**config.mk**
```make
export PLATFORM = sky130hd
export DESIGN_NAME = izs_ctrl
export DESIGN_NICKNAME = d
export VERILOG_FILES = /design/src/rtl/core/izs_pkg.sv /design/src/rtl/core/izs_ctrl.sv
export SDC_FILE = /design/constraint.sdc
export NUM_CORES = 1
export LEC_CHECK = 0
export ABC_AREA = 1
export BUFFER_PORTS_ARGS = -buffer_cell sky130_fd_sc_hd__clkbuf_2
export CAP_MARGIN = 0
export CORE_AREA = 2 2 39 41
export CTS_CLUSTER_SIZE = 24
export DETAILED_ROUTE_END_ITERATION = 10
export DIE_AREA = 0 0 41 43
export PLACE_DENSITY_LB_ADDON = 0.25
export SKIP_LAST_GASP = 1
export SLEW_MARGIN = 20
export SYNTH_ARGS = -nofsm -noshare
export SYNTH_HDL_FRONTEND = slang
export SYNTH_SLANG_ARGS = --single-unit
```
**constraint.sdc**
```tcl
create_clock -name i_clk -period 2.6 [get_ports i_clk]
set_input_delay 0.26 -clock i_clk [delete_from_list [all_inputs] [get_ports i_clk]]
set_output_delay 0.26 -clock i_clk [all_outputs]
set_load 0.005 [all_outputs]
```
**src/rtl/core/izs_pkg.sv**
```systemverilog
// ----------------------------------------------------------------------------
// izs_pkg
// types and constants of the irrigation zone sequencer
// ----------------------------------------------------------------------------
package izs_pkg;

    localparam int ZONES      = 6;
    localparam int SCHED_REGS = 6;
    localparam int OUT_W      = 6;

    localparam int FUNC_W = 3;
    localparam int ZONE_W = 3;
    localparam int SECS_W = 16;
    localparam int MS_W   = 32;
    localparam int HOUR_W = 5;
    localparam int MIN_W  = 6;
    localparam int WDAY_W = 3;
    localparam int REM_W  = 24;

    localparam int CFG_IDX_W  = 3;
    localparam int CFG_DATA_W = 35;

    localparam logic [CFG_IDX_W-1:0] CFG_RAIN_OVR = 3'd6;

    localparam logic [FUNC_W-1:0] FN_TICK   = 3'd0;
    localparam logic [FUNC_W-1:0] FN_ON     = 3'd1;
    localparam logic [FUNC_W-1:0] FN_OFF    = 3'd2;
    localparam logic [FUNC_W-1:0] FN_ALLOFF = 3'd3;
    localparam logic [FUNC_W-1:0] FN_RUN    = 3'd4;
    localparam logic [FUNC_W-1:0] FN_RAIN   = 3'd5;
    localparam logic [FUNC_W-1:0] FN_STATUS = 3'd6;

    // duration in ms fits 26 bits
    localparam int DUR_MS_W = 26;
    localparam int MS_PER_S = 1000;

    // floor(x / 1000) == (x * RECIP_MAGIC) >> RECIP_SHIFT for any 32-bit x
    localparam int RECIP_W     = 29;
    localparam int RECIP_SHIFT = 38;
    localparam logic [RECIP_W-1:0] RECIP_MAGIC = 29'd274877907;
    localparam int PROD_W = MS_W + RECIP_W;
    localparam int QUOT_W = PROD_W - RECIP_SHIFT;

    typedef struct packed {
        logic latch;
        logic exec;
        logic start;
        logic calc;
        logic mul;
        logic fin;
    } t_dp_cmd;

    typedef struct packed {
        logic is_tick;
    } t_dp_stat;

endpackage

```
**src/rtl/core/izs_ctrl.sv**
```systemverilog
// ----------------------------------------------------------------------------
// izs_ctrl
// sequencing state machine: accept, execute, schedule start, divide, output
// ----------------------------------------------------------------------------
module izs_ctrl
    import izs_pkg::*;
(
    input  logic     i_clk,
    input  logic     i_rst_n,
    input  logic     i_in_valid,
    output logic     o_in_ready,
    output logic     o_out_valid,
    input  logic     i_out_ready,
    input  t_dp_stat i_stat,
    output t_dp_cmd  o_cmd
);

    localparam logic [2:0] S_IDLE  = 3'd0;
    localparam logic [2:0] S_EXEC  = 3'd1;
    localparam logic [2:0] S_START = 3'd2;
    localparam logic [2:0] S_CALC  = 3'd3;
    localparam logic [2:0] S_MUL   = 3'd4;
    localparam logic [2:0] S_FIN   = 3'd5;
    localparam logic [2:0] S_OUT   = 3'd6;

    logic [2:0] r_state;
    logic [2:0] n_state;

    always_ff @(posedge i_clk) begin
        if (!i_rst_n) begin
            r_state <= S_IDLE;
        end else begin
            r_state <= n_state;
        end
    end

    always_comb begin
        n_state     = r_state;
        o_cmd       = '0;
        o_in_ready  = 1'b0;
        o_out_valid = 1'b0;
        case (r_state)
            S_IDLE: begin
                o_in_ready = 1'b1;
                if (i_in_valid) begin
                    o_cmd.latch = 1'b1;
                    n_state     = S_EXEC;
                end
            end
            S_EXEC: begin
                o_cmd.exec = 1'b1;
                n_state    = i_stat.is_tick ? S_START : S_CALC;
            end
            S_START: begin
                o_cmd.start = 1'b1;
                n_state     = S_CALC;
            end
            S_CALC: begin
                o_cmd.calc = 1'b1;
                n_state    = S_MUL;
            end
            S_MUL: begin
                o_cmd.mul = 1'b1;
                n_state   = S_FIN;
            end
            S_FIN: begin
                o_cmd.fin = 1'b1;
                n_state   = S_OUT;
            end
            S_OUT: begin
                o_out_valid = 1'b1;
                if (i_out_ready) begin
                    n_state = S_IDLE;
                end
            end
            default: begin
                n_state = S_IDLE;
            end
        endcase
    end

endmodule

```
==> impl_table.tex <==
\begin{tabular}{lr}
\hline
Metric & Value \\
\hline
\multicolumn{2}{l}{\textbf{Final layout}} \\
Layout cells sized above 1 & 0.291 \\
Total area of multi-input combinational cells & 108 um2 \\
Max reg flops & 3 \\
Reg with most FFs & r\_state \\
Number of standard cells in the layout, taps in and fillers out & 71 \\
Number of antenna repair diodes & 0 \\
Area growth from synthesis to layout & 50.0\% \\
Area occupied by registers & 60.1 um2 \\
Final-layout fill cell count & 171 \\
Registers with the most flip-flops & r\_state (3) \\
Final net count & 61 \\
\multicolumn{2}{l}{\textbf{Route}} \\
Metal-1 WL & 248 um \\
Detailed route wirelength on metal3 & 46 um \\
Via count & 259 \\
First-pass iteration count of the detailed router & 4 \\
Final WL & 539 um \\
Drt wl/cell & 7.59 um \\
DR top layer & met3 \\
Post-detailed-route DRC marker count & 0 \\
Routed wl met2 & 244 um \\
Remaining antenna violation count after routing & 0 \\
DRC violation total after the first TritonRoute iteration & 1 \\
Number of vias per cell after detailed routing & 3.65 \\
\multicolumn{2}{l}{\textbf{Clock tree}} \\
Post CTS Setup Buffer Count & 0 \\
Root Buffer & sky130\_fd\_sc\_hd\_\_clkbuf\_4 \\
Maximum clock insertion buffer count & 2 \\
Quantity of hold-fixing buffers added after cts & 0 \\
Post-cts gate resize count & 0 \\
Maximum level of the CTS H-tree & 1 \\
Clock tree from TritonCTS & built \\
Clock-pin slew of the registers on the worst-case setup and hold paths & 0.04 ns \\
Number of buffers added by the clock tree synthesis step & 3 \\
Later-pin clock latency in the skew report & 0.23 ns \\
Clk sink count & 3 \\
\multicolumn{2}{l}{\textbf{Yosys}} \\
Top cells by count, synth & sky130\_fd\_sc\_hd\_\_inv\_1, sky130\_fd\_sc\_hd\_\_nor2\_1, sky130\_fd\_sc\_hd\_\_nand2\_1, sky130\_fd\_sc\_hd\_\_nand3\_1, sky130\_fd\_sc\_hd\_\_dfxtp\_1 \\
Largest area contributor in the netlist & sky130\_fd\_sc\_hd\_\_dfxtp\_1 \\
Proportion of synthesized chip area in sequential cells & 0.282 \\
Post-synthesis instance area & 213 um2 \\
Top area cells in the synthesized netlist & sky130\_fd\_sc\_hd\_\_dfxtp\_1, sky130\_fd\_sc\_hd\_\_inv\_1, sky130\_fd\_sc\_hd\_\_nor2\_1 \\
Combinational family with the most area after synthesis & simple AND/OR/NAND/NOR gates \\
Mean area per synthesized cell & 5.45 um2 \\
Post-synthesis compound-gate area fraction & 0.0471 \\
Number of enable-type register cells in the synthesized netlist & 0 \\
Most used flip-flop cell after synthesis & sky130\_fd\_sc\_hd\_\_dfxtp\_1 \\
Number of warnings printed during yosys synthesis & 0 \\
Number of instances in the synthesized netlist & 39 \\
Most frequently used cell type in the post-synthesis netlist & sky130\_fd\_sc\_hd\_\_inv\_1 \\
Count of unique library cells instantiated by Yosys & 8 \\
Multiplexer fraction of the synthesized cell area & 0 \\
Arithmetic-cell share of the synthesized area counting full adders, half adders and majority gates & 0 \\
Xor and xnor fraction of the mapped netlist area & 0 \\
Net count after synthesis & 44 \\
Register bit total from synthesis & 3 \\
Synth top area share & 0.282 \\
Ys async rst share & 0 \\
Simple-gate area share of the yosys netlist & 0.459 \\
\multicolumn{2}{l}{\textbf{Power}} \\
Static leakage & 0.000222 uW \\
Power Dens Cells & 624 nW/um2 \\
Largest voltage drop on the vdd net & 0.175 mV \\
\multicolumn{2}{l}{\textbf{Die}} \\
Die Wd & 41 um \\
Count of pins on the block boundary & 13 \\
Total Die Area & 1760 um2 \\
Die height & 43 um \\
Initial cell density of the core & 0.154 \\
Site Rows & 14 \\
Placeable core area & 1380 um2 \\
\multicolumn{2}{l}{\textbf{Global route}} \\
Number of antenna violations at the first check in global routing & 0 \\
Pin count of the biggest net entering global routing & 9 \\
Wire length of the first global-routing pass & 876 um \\
GRT Residual Overflow & 0 \\
All-Layer GR Usage & 0.0763 \\
Via count of the first global-routing pass & 245 \\
\multicolumn{2}{l}{\textbf{Worst setup path}} \\
Kind of capture point of the worst setup path & output port \\
Highest fanout seen on the critical path & 8 \\
Launch point of the worst reg-to-reg path & r\_state[2] \\
Crit Path Class & flop to output port \\
Data arrival time of the worst path & 1.07 ns \\
Crit path launch & r\_state[1] \\
Setup crit start kind & flop \\
Data required time of the worst path & 2.34 ns \\
\multicolumn{2}{l}{\textbf{Timing}} \\
Achievable clock frequency & 751 MHz \\
Worst slew margin relative to its limit & 0.839 \\
Setup total negative slack & 0 ns \\
Min Clock Period, post-route & 1.33 ns \\
Number of max-slew violations in the final report & 0 \\
Unrepaired setup endpoints after global routing & false \\
Worst-margin pin slew & 0.241 ns \\
Final Hold Vio Count & 0 \\
Setup Skew & 0.000173 ns \\
Post-route clock period utilization & 0.512 \\
Number of setup violations in the final report & 0 \\
\multicolumn{2}{l}{\textbf{Worst hold path}} \\
Worst Min Path Start & i\_rst\_n \\
Worst hold path class & input pin to flop \\
\multicolumn{2}{l}{\textbf{Place}} \\
Detailed placement HPWL & 427 um \\
Cells after DPL & 67 \\
RD Place Congestion & 0.624 \\
Count of buffers inserted at the top-level ports & 12 \\
\multicolumn{2}{l}{\textbf{Job}} \\
Max-Cap Viols & 0 \\
\multicolumn{2}{l}{\textbf{Outcome}} \\
Status & finished clean \\
\hline
\end{tabular}
[layer usage]
metal | vias to the layer above | global-route usage
li1 | 146 | -
met1 | 103 | 0.0868
met2 | 10 | 0.106
met5 | - | 0
met3 | 0 | 0.0157
met4 | 0 | 0.0800
[critical path, stage by stage, from the launching register on]
cell and delay [ns]:
sky130_fd_sc_hd__dfxtp_1 0.36, sky130_fd_sc_hd__nor2_1 0.18, sky130_fd_sc_hd__nand2_1 0.09, sky130_fd_sc_hd__nor2_1 0.09
sky130_fd_sc_hd__clkbuf_2 0.11
[stage by stage]
step                cell area [um2]  hold slack, ns  setup slack (ns)  utilization  total power [uW]
global route                    319           0.314              1.11        0.231               220
CTS                             319           0.292              1.26        0.231               205
global placement                293           0.527              1.53        0.212               119
finish                          319           0.297              1.27        0.231               199
floorplan                       213           0.421              1.66            -              96.1
detailed placement              293           0.527              1.51        0.212               119
[placed cells by master (no fill, tap or decap)]
cell type / n
sky130_fd_sc_hd__inv_1: 12
sky130_fd_sc_hd__clkbuf_2: 12
sky130_fd_sc_hd__nor2_1: 8
sky130_fd_sc_hd__nand2_1: 7
sky130_fd_sc_hd__nand3_1: 5
sky130_fd_sc_hd__clkbuf_4: 3
sky130_fd_sc_hd__dfxtp_1: 3
sky130_fd_sc_hd__o21ai_0: 2
sky130_fd_sc_hd__nand4_1: 1
sky130_fd_sc_hd__nor3_2: 1
sky130_fd_sc_hd__clkbuf_1: 1
[area by class of cell]
| type | count | area share |
|---|---|---|
| sequential | 3 | 0.188 |
| timing repair buffer | 12 | 0.188 |
| tap | 16 | 0.0627 |
| multi-input combinational | 24 | 0.337 |
| clock buffer | 4 | 0.0824 |
| inverter | 12 | 0.141 |
[path summary, 6_finish.rpt]
check | end | slack (ns) | depth (start not counted)
setup / recovery | o_cmd[5] | 1.27 | 4
hold / removal | r_state[2] | 0.30 | 3
setup reg to reg | r_state[1] | 1.62 | 5
hold reg to reg | r_state[0] | 0.68 | 3
[power breakdown]
group | switching [uW] | internal (uW)
clock | 23.6 | 57.5
sequential | 10.1 | 52.3
combinational | 30.9 | 24.6
[cells by family (layout without fill, tap and decap cells)]
logic type,count (synthesis),count (layout)
flops,3,3
compound gates,2,2
buf+inv,12,28
simple gates,22,22
(Power assumes the default switching activity.)
