$ cat src/rtl/core/izs_pkg.sv
// ----------------------------------------------------------------------------
// izs_pkg
// types and constants of the irrigation zone sequencer
// ----------------------------------------------------------------------------
package izs_pkg;

    localparam int ZONES      = 6;
    localparam int SCHED_REGS = 6;
    localparam int OUT_W      = 6;

    localparam int FUNC_W = 3;
    localparam int ZONE_W = 3;
    localparam int SECS_W = 16;
    localparam int MS_W   = 32;
    localparam int HOUR_W = 5;
    localparam int MIN_W  = 6;
    localparam int WDAY_W = 3;
    localparam int REM_W  = 24;

    localparam int CFG_IDX_W  = 3;
    localparam int CFG_DATA_W = 35;

    localparam logic [CFG_IDX_W-1:0] CFG_RAIN_OVR = 3'd6;

    localparam logic [FUNC_W-1:0] FN_TICK   = 3'd0;
    localparam logic [FUNC_W-1:0] FN_ON     = 3'd1;
    localparam logic [FUNC_W-1:0] FN_OFF    = 3'd2;
    localparam logic [FUNC_W-1:0] FN_ALLOFF = 3'd3;
    localparam logic [FUNC_W-1:0] FN_RUN    = 3'd4;
    localparam logic [FUNC_W-1:0] FN_RAIN   = 3'd5;
    localparam logic [FUNC_W-1:0] FN_STATUS = 3'd6;

    // duration in ms fits 26 bits
    localparam int DUR_MS_W = 26;
    localparam int MS_PER_S = 1000;

    // floor(x / 1000) == (x * RECIP_MAGIC) >> RECIP_SHIFT for any 32-bit x
    localparam int RECIP_W     = 29;
    localparam int RECIP_SHIFT = 38;
    localparam logic [RECIP_W-1:0] RECIP_MAGIC = 29'd274877907;
    localparam int PROD_W = MS_W + RECIP_W;
    localparam int QUOT_W = PROD_W - RECIP_SHIFT;

    typedef struct packed {
        logic latch;
        logic exec;
        logic start;
        logic calc;
        logic mul;
        logic fin;
    } t_dp_cmd;

    typedef struct packed {
        logic is_tick;
    } t_dp_stat;

endpackage

$ cat src/rtl/core/izs_dp.sv
// ----------------------------------------------------------------------------
// izs_dp
// zone lanes, schedule registers, rain state and remaining-time divider
// ----------------------------------------------------------------------------
module izs_dp
    import izs_pkg::*;
(
    input  logic                    i_clk,
    input  logic                    i_rst_n,
    input  t_dp_cmd                 i_cmd,
    output t_dp_stat                o_stat,
    input  logic                    i_cfg_we,
    input  logic [CFG_IDX_W-1:0]    i_cfg_idx,
    input  logic [CFG_DATA_W-1:0]   i_cfg_data,
    input  logic [FUNC_W-1:0]       i_func,
    input  logic [ZONE_W-1:0]       i_zone_index,
    input  logic [SECS_W-1:0]       i_run_seconds,
    input  logic [MS_W-1:0]         i_now_ms,
    input  logic [HOUR_W-1:0]       i_hour_now,
    input  logic [MIN_W-1:0]        i_minute_now,
    input  logic [WDAY_W-1:0]       i_weekday_now,
    input  logic                    i_time_synced,
    input  logic                    i_rain_pin,
    output logic [OUT_W-1:0]        o_relay_drive,
    output logic [OUT_W-1:0]        o_active_mask,
    output logic                    o_rain_flag,
    output logic                    o_zone_running,
    output logic signed [REM_W-1:0] o_remaining_seconds
);

    // latched transaction
    logic [FUNC_W-1:0] r_func;
    logic [ZONE_W-1:0] r_zone;
    logic [SECS_W-1:0] r_secs;
    logic [MS_W-1:0]   r_now;
    logic [HOUR_W-1:0] r_hour;
    logic [MIN_W-1:0]  r_min;
    logic [WDAY_W-1:0] r_wday;
    logic              r_synced;
    logic              r_raining;

    // configuration
    logic [CFG_DATA_W-1:0] r_sched [SCHED_REGS];
    logic                  r_rain_ovr;

    // zone state
    logic [ZONES-1:0]  r_act;
    logic [MS_W-1:0]   r_start [ZONES];
    logic [SECS_W-1:0] r_ovr   [ZONES];
    logic              r_rain_seen;

    // remaining-time path
    logic [MS_W-1:0]   r_diff;
    logic [SECS_W-1:0] r_dur;
    logic              r_zact;
    logic [PROD_W-1:0] r_prod;

    // output register
    logic [OUT_W-1:0]        r_o_drive;
    logic [OUT_W-1:0]        r_o_mask;
    logic                    r_o_rain;
    logic                    r_o_run;
    logic signed [REM_W-1:0] r_o_rem;

    // lane signals
    logic [CFG_DATA_W-1:0] lane_w    [ZONES];
    logic [SECS_W-1:0]     lane_dur  [ZONES];
    logic [MS_W-1:0]       lane_diff [ZONES];
    logic [ZONES-1:0]      lane_sel;
    logic [ZONES-1:0]      lane_exp;
    logic [ZONES-1:0]      lane_match;
    logic [ZONES-1:0]      lane_pick;
    logic [ZONES-1:0]      lane_off;
    logic [ZONES-1:0]      lane_on;
    logic [ZONES-1:0]      lane_ovr_wr;
    logic [OUT_W-1:0]      out_act;

    logic              zone_ok;
    logic              rain_stop;
    logic              start_en;
    logic              found;
    logic [MS_W-1:0]   sel_diff;
    logic [SECS_W-1:0] sel_dur;
    logic              sel_act;
    logic [QUOT_W-1:0] quot;

    assign o_stat.is_tick = (r_func == FN_TICK);
    assign zone_ok        = (r_zone < ZONE_W'(ZONES));
    assign rain_stop      = (r_func == FN_RAIN) && (r_raining != r_rain_seen)
                            && r_raining && r_rain_ovr;
    assign start_en       = i_cmd.start && r_synced && !(r_rain_seen && r_rain_ovr)
                            && !(|r_act);

    for (genvar i = 0; i < ZONES; i++) begin : g_lane
        logic [DUR_MS_W-1:0] dur_ms;
        logic [7:0]          days;

        if (i < SCHED_REGS) begin : g_sched
            assign lane_w[i] = r_sched[i];
        end else begin : g_nosched
            assign lane_w[i] = '0;
        end

        assign lane_dur[i]  = (r_ovr[i] != '0) ? r_ovr[i] : lane_w[i][34:19];
        assign dur_ms       = DUR_MS_W'(lane_dur[i]) * DUR_MS_W'(MS_PER_S);
        assign lane_diff[i] = r_now - r_start[i];
        // whole seconds reach the duration exactly when ms reach duration * 1000
        assign lane_exp[i]  = r_act[i] && (MS_W'(dur_ms) <= lane_diff[i]);
        assign days         = {1'b0, lane_w[i][7:1]};
        assign lane_match[i] = lane_w[i][0] && days[r_wday]
                               && (r_hour == lane_w[i][12:8])
                               && (r_min == lane_w[i][18:13]);
        assign lane_sel[i]  = zone_ok && (r_zone == ZONE_W'(i));
    end

    // lowest-numbered matching zone wins
    always_comb begin
        found     = 1'b0;
        lane_pick = '0;
        for (int i = 0; i < ZONES; i++) begin
            if (lane_match[i] && !found) begin
                lane_pick[i] = 1'b1;
                found        = 1'b1;
            end
        end
    end

    always_comb begin
        for (int i = 0; i < ZONES; i++) begin
            lane_off[i] = i_cmd.exec && (
                ((r_func == FN_TICK) && r_synced && lane_exp[i]) ||
                ((r_func == FN_OFF) && lane_sel[i]) ||
                (r_func == FN_ALLOFF) || rain_stop);
            lane_on[i] = (i_cmd.exec && ((r_func == FN_ON) || (r_func == FN_RUN))
                          && lane_sel[i]) || (start_en && lane_pick[i]);
            lane_ovr_wr[i] = i_cmd.exec && (r_func == FN_RUN) && lane_sel[i];
        end
    end

    always_comb begin
        sel_diff = '0;
        sel_dur  = '0;
        sel_act  = 1'b0;
        for (int i = 0; i < ZONES; i++) begin
            if (lane_sel[i]) begin
                sel_diff = lane_diff[i];
                sel_dur  = lane_dur[i];
                sel_act  = r_act[i];
            end
        end
    end

    for (genvar j = 0; j < OUT_W; j++) begin : g_out
        if (j < ZONES) begin : g_zone
            assign out_act[j] = r_act[j];
        end else begin : g_none
            assign out_act[j] = 1'b0;
        end
    end

    assign quot = r_prod[PROD_W-1:RECIP_SHIFT];

    // transaction latch and remaining-time pipeline, no reset needed
    always_ff @(posedge i_clk) begin
        if (i_cmd.latch) begin
            r_func    <= i_func;
            r_zone    <= i_zone_index;
            r_secs    <= i_run_seconds;
            r_now     <= i_now_ms;
            r_hour    <= i_hour_now;
            r_min     <= i_minute_now;
            r_wday    <= i_weekday_now;
            r_synced  <= i_time_synced;
            r_raining <= !i_rain_pin;
        end
        if (i_cmd.calc) begin
            r_diff <= sel_diff;
            r_dur  <= sel_dur;
            r_zact <= sel_act;
        end
        if (i_cmd.mul) begin
            r_prod <= PROD_W'(r_diff) * PROD_W'(RECIP_MAGIC);
        end
        if (i_cmd.fin) begin
            r_o_drive <= ~out_act;
            r_o_mask  <= out_act;
            r_o_rain  <= r_rain_seen;
            r_o_run   <= r_zact;
            r_o_rem   <= r_zact ? (REM_W'(r_dur) - REM_W'(quot)) : '0;
        end
    end

    always_ff @(posedge i_clk) begin
        if (!i_rst_n) begin
            for (int i = 0; i < SCHED_REGS; i++) begin
                r_sched[i] <= '0;
            end
            r_rain_ovr  <= 1'b0;
            r_act       <= '0;
            r_rain_seen <= 1'b0;
            for (int i = 0; i < ZONES; i++) begin
                r_start[i] <= '0;
                r_ovr[i]   <= '0;
            end
        end else begin
            if (i_cfg_we) begin
                for (int i = 0; i < SCHED_REGS; i++) begin
                    if (i_cfg_idx == CFG_IDX_W'(i)) begin
                        r_sched[i] <= i_cfg_data;
                    end
                end
                if (i_cfg_idx == CFG_RAIN_OVR) begin
                    r_rain_ovr <= i_cfg_data[0];
                end
            end
            if (i_cmd.exec && (r_func == FN_RAIN) && (r_raining != r_rain_seen)) begin
                r_rain_seen <= r_raining;
            end
            for (int i = 0; i < ZONES; i++) begin
                if (lane_off[i]) begin
                    r_act[i]   <= 1'b0;
                    r_start[i] <= '0;
                    r_ovr[i]   <= '0;
                end else if (lane_on[i]) begin
                    r_act[i]   <= 1'b1;
                    r_start[i] <= r_now;
                end
                if (lane_ovr_wr[i]) begin
                    r_ovr[i] <= r_secs;
                end
            end
        end
    end

    assign o_relay_drive       = r_o_drive;
    assign o_active_mask       = r_o_mask;
    assign o_rain_flag         = r_o_rain;
    assign o_zone_running      = r_o_run;
    assign o_remaining_seconds = r_o_rem;

endmodule

$ cat config.mk
export PLATFORM = sky130hd
export DESIGN_NAME = izs_dp
export DESIGN_NICKNAME = d
export VERILOG_FILES = /design/src/rtl/core/izs_pkg.sv /design/src/rtl/core/izs_dp.sv
export SDC_FILE = /design/constraint.sdc
export NUM_CORES = 2
export LEC_CHECK = 0
export BUFFER_PORTS_ARGS = -buffer_cell sky130_fd_sc_hd__buf_2
export CAP_MARGIN = 20
export CORE_ASPECT_RATIO = 1.4
export CORE_MARGIN = 3
export CORE_UTILIZATION = 35
export DETAILED_ROUTE_END_ITERATION = 8
export PLACE_DENSITY = 0.48
export SKIP_LAST_GASP = 1
export SYNTH_ARGS = -nofsm -noshare
export SYNTH_HDL_FRONTEND = slang
export SYNTH_SLANG_ARGS = --single-unit
$ cat constraint.sdc
create_clock -name i_clk -period 8.2 [get_ports i_clk]
set_input_delay 1.64 -clock i_clk [delete_from_list [all_inputs] [get_ports i_clk]]
set_output_delay 1.64 -clock i_clk [all_outputs]
set_load 0.05 [all_outputs]
==> metrics.csv <==
metric;value;unit
status;finished, final reports clean;
rows;196;
coreArea;205000;um^2
startpoint;r_ovr[0][14]$_SDFFCE_PN0P_;
path_common_cell;fa_2;
cts.sinks;686;
synth_nets;8714;
avgSynthCellArea;10.3;um^2
cts_buffers;79;
drv_cap;0;
ant_nets;0;
drc;0;
cts_tree;done;
pin_count;156;
clockBufferDepth;3;
grt_use_total;24.3;%
rsz0062_at_grt;true;
synth_edf_count;678;
hold_violations;0;
wl_met3;10500;um
io_buffers;155;
synth_top_cells_by_count;inv_1, ha_1, edfxtp_1, fa_1, and2_1;
setup.worst_path.class;reg2reg;
route.met2.wl;139000;um
cp_data_required_time;8.69;ns
reg2reg_slack;0.08;ns
crit-reg2reg-launch;r_ovr[0][14]$_SDFFCE_PN0P_;
synth_cell_types;89;
drt_iter0_drc;2934;
synth-async-reset-ratio;0;%
synth.area.top_cells;edfxtp_1, ha_1, fa_1;
min_path_type;reg2reg;
top_layer;met5;
slew_headroom;18.6;%
met1Wirelength;94700;um
layout.nets;9364;
clk_pin_slew;0.07;ns
start_kind;flip-flop;
hold_ws;0.607;ns
via_per_inst;5.23;
endpoint;r_ovr[0][13]$_SDFFCE_PN0P_;
synthDominantCellAreaShare;28.2;%
synth_top_area_cell;edfxtp_1;
crit_fanout;8;
post-dp-hpwl;214000;um
avgRoutedWirePerCell;25.1;um
layout-drive-gt1-share;15.8;%
netlist_area;72200;um^2
setup_violations;0;
grt_max_degree;124;
yosysWarnings;0;
pre_cts_ws;-0.658;ns
cts.htree.levels;3;
antenna_found_initial;30;
drt-total-wl;261000;um
drv_slew;0;
vias;54300;
r2r_end;r_ovr[0][13]$_SDFFCE_PN0P_;
timing.final.crit_share;99.0;%
syn_to_final_growth;17.6;%
timing.final.ws_setup;0.0787;ns
clk_latency;0.75;ns
skew;0.0697;ns
end_kind;flip-flop;
dieArea;212000;um^2
ff2ff_path_depth;29;
overflow;0;
start_util;35.3;%
grt_pass1_vias;57600;
synthCells;6980;
die_h;543;um
yosysMostFrequentCell;inv_1;
gp_congestion;0.969;
ys.flop_type;edfxtp_1;
slowest_delay;0.58;ns
dr.pass1.iters;8;
worstMarginPinSlew;1.21;ns
slowest_stage;or4_4;
fin_crit;8.12;ns
die_w;390;um
yosys_register_bits;686;
max_freq;123;MHz
grt_first_pass_wirelength;376000;um
cts_root_buf;clkbuf_16;
critical_path_arrival;8.61;ns
ys_seq_area_share;28.4;%
-- registers in the layout, indices dropped and copies added (netlist names), 3 cells and up --
name	cells
r_diff	32
r_prod	23
r_now	32
o_remaining_seconds	24
r_min	6
o_active_mask	6
r_hour	5
r_dur	16
r_sched	210
r_secs	16
r_zone	3
o_relay_drive	6
out_act	6
r_ovr	96
r_start	192
r_wday	3
r_func	3
-- critical path: cells and delay by family (launching register included) --
kind	cells	cell delay, ns
simple gates	9	2.58
fa+ha+maj	6	2.45
flops	1	0.42
compound gates	9	1.84
buf+inv	5	0.54
-- how the worst min path moves through the flow --
stage / from / cells after the start / to
finish: r_now[3]$_DFFE_PP_ / 1 / r_start[3][3]$_SDFFCE_PN0P_
global route: out_act[3]$_SDFFE_PP0N_ / 0 / o_active_mask[3]$_DFFE_PP_
detailed placement: out_act[3]$_SDFFE_PP0N_ / 0 / o_active_mask[3]$_DFFE_PP_
floorplan: r_rain_seen$_SDFFE_PN0P_ / 0 / o_rain_flag$_DFFE_PP_
CTS: out_act[3]$_SDFFE_PP0N_ / 0 / o_active_mask[3]$_DFFE_PP_
global placement: r_now[3]$_DFFE_PP_ / 1 / r_start[3][3]$_SDFFCE_PN0P_
-- cell families after synthesis --
kind of cell	share of synthesized area [%]
AO/OA/AOI/OAI	11.5
buffers and inverters	6.77
multiplexers	1.71
flip-flops	28.4
adder cells (fa/ha/maj)	34.2
XOR/XNOR	5.08
AND/OR/NAND/NOR	12.3
-- placed cells by master, fill, tap and decap left out, types with 25 or more instances in the layout --
| master | n |
|---|---|
| nand2_1 | 230 |
| a21o_1 | 160 |
| nand2b_1 | 61 |
| edfxtp_1 | 678 |
| o22ai_1 | 29 |
| o21a_1 | 63 |
| nor2b_1 | 87 |
| mux2i_1 | 38 |
| nand3_1 | 81 |
| xnor2_1 | 274 |
| xor2_1 | 122 |
| nor3b_2 | 29 |
| and2_1 | 486 |
| inv_1 | 1119 |
| or2_2 | 25 |
| o31ai_1 | 31 |
| clkbuf_16 | 90 |
| a21oi_2 | 47 |
| a21oi_1 | 356 |
| nand4_1 | 64 |
| o21bai_1 | 31 |
| nor3_1 | 74 |
| o211ai_1 | 50 |
| buf_2 | 154 |
| o21ai_0 | 180 |
| a31oi_1 | 34 |
| buf_4 | 505 |
| fa_1 | 586 |
| mux4_2 | 33 |
| ha_1 | 1002 |
| and3_1 | 45 |
| a211oi_1 | 35 |
| nor2_1 | 252 |
-- metrics by stage --
step	std cells	util (%)	setup TNS, ns	cell area (um^2)
6_report	10400	41.5	0	84900
3_3_place_gp	10100	39.0	-85.38	79700
4_1_cts	10300	40.7	0	83300
3_5_place_dp	10200	39.0	-104.55	79700
2_1_floorplan	6980	-	-7.55	72200
5_1_grt	10400	41.5	-15.52	84900
-- final cells by class --
type	instances	area [um^2]
Fill cell	20000	120000
Tap cell	2673	3340
Inverter	1149	4320
Timing Repair Buffer	712	5570
Clock inverter	53	636
Antenna cell	13	32.5
Multi-Input combinational cell	5002	48400
Clock buffer	92	2030
Sequential cell	686	20500
-- what timing repair did --
action	in CTS	in global routing
gates resized for setup	141	213
hold buffers	0	0
setup endpoints to repair	322	323
gates cloned	5	14
setup buffers	18	33
pin swaps	73	152
-- routing by layer --
layer  vias up  global-route usage [%]
met1     27100                    26.3
met4         4                    12.9
met5         -                       0
met2      1289                    46.2
met3       493                    2.68
li1      25400                       -
Power is not shown: default switching activity piles up to over one toggle a cycle in this logic, so the estimate is an artifact.
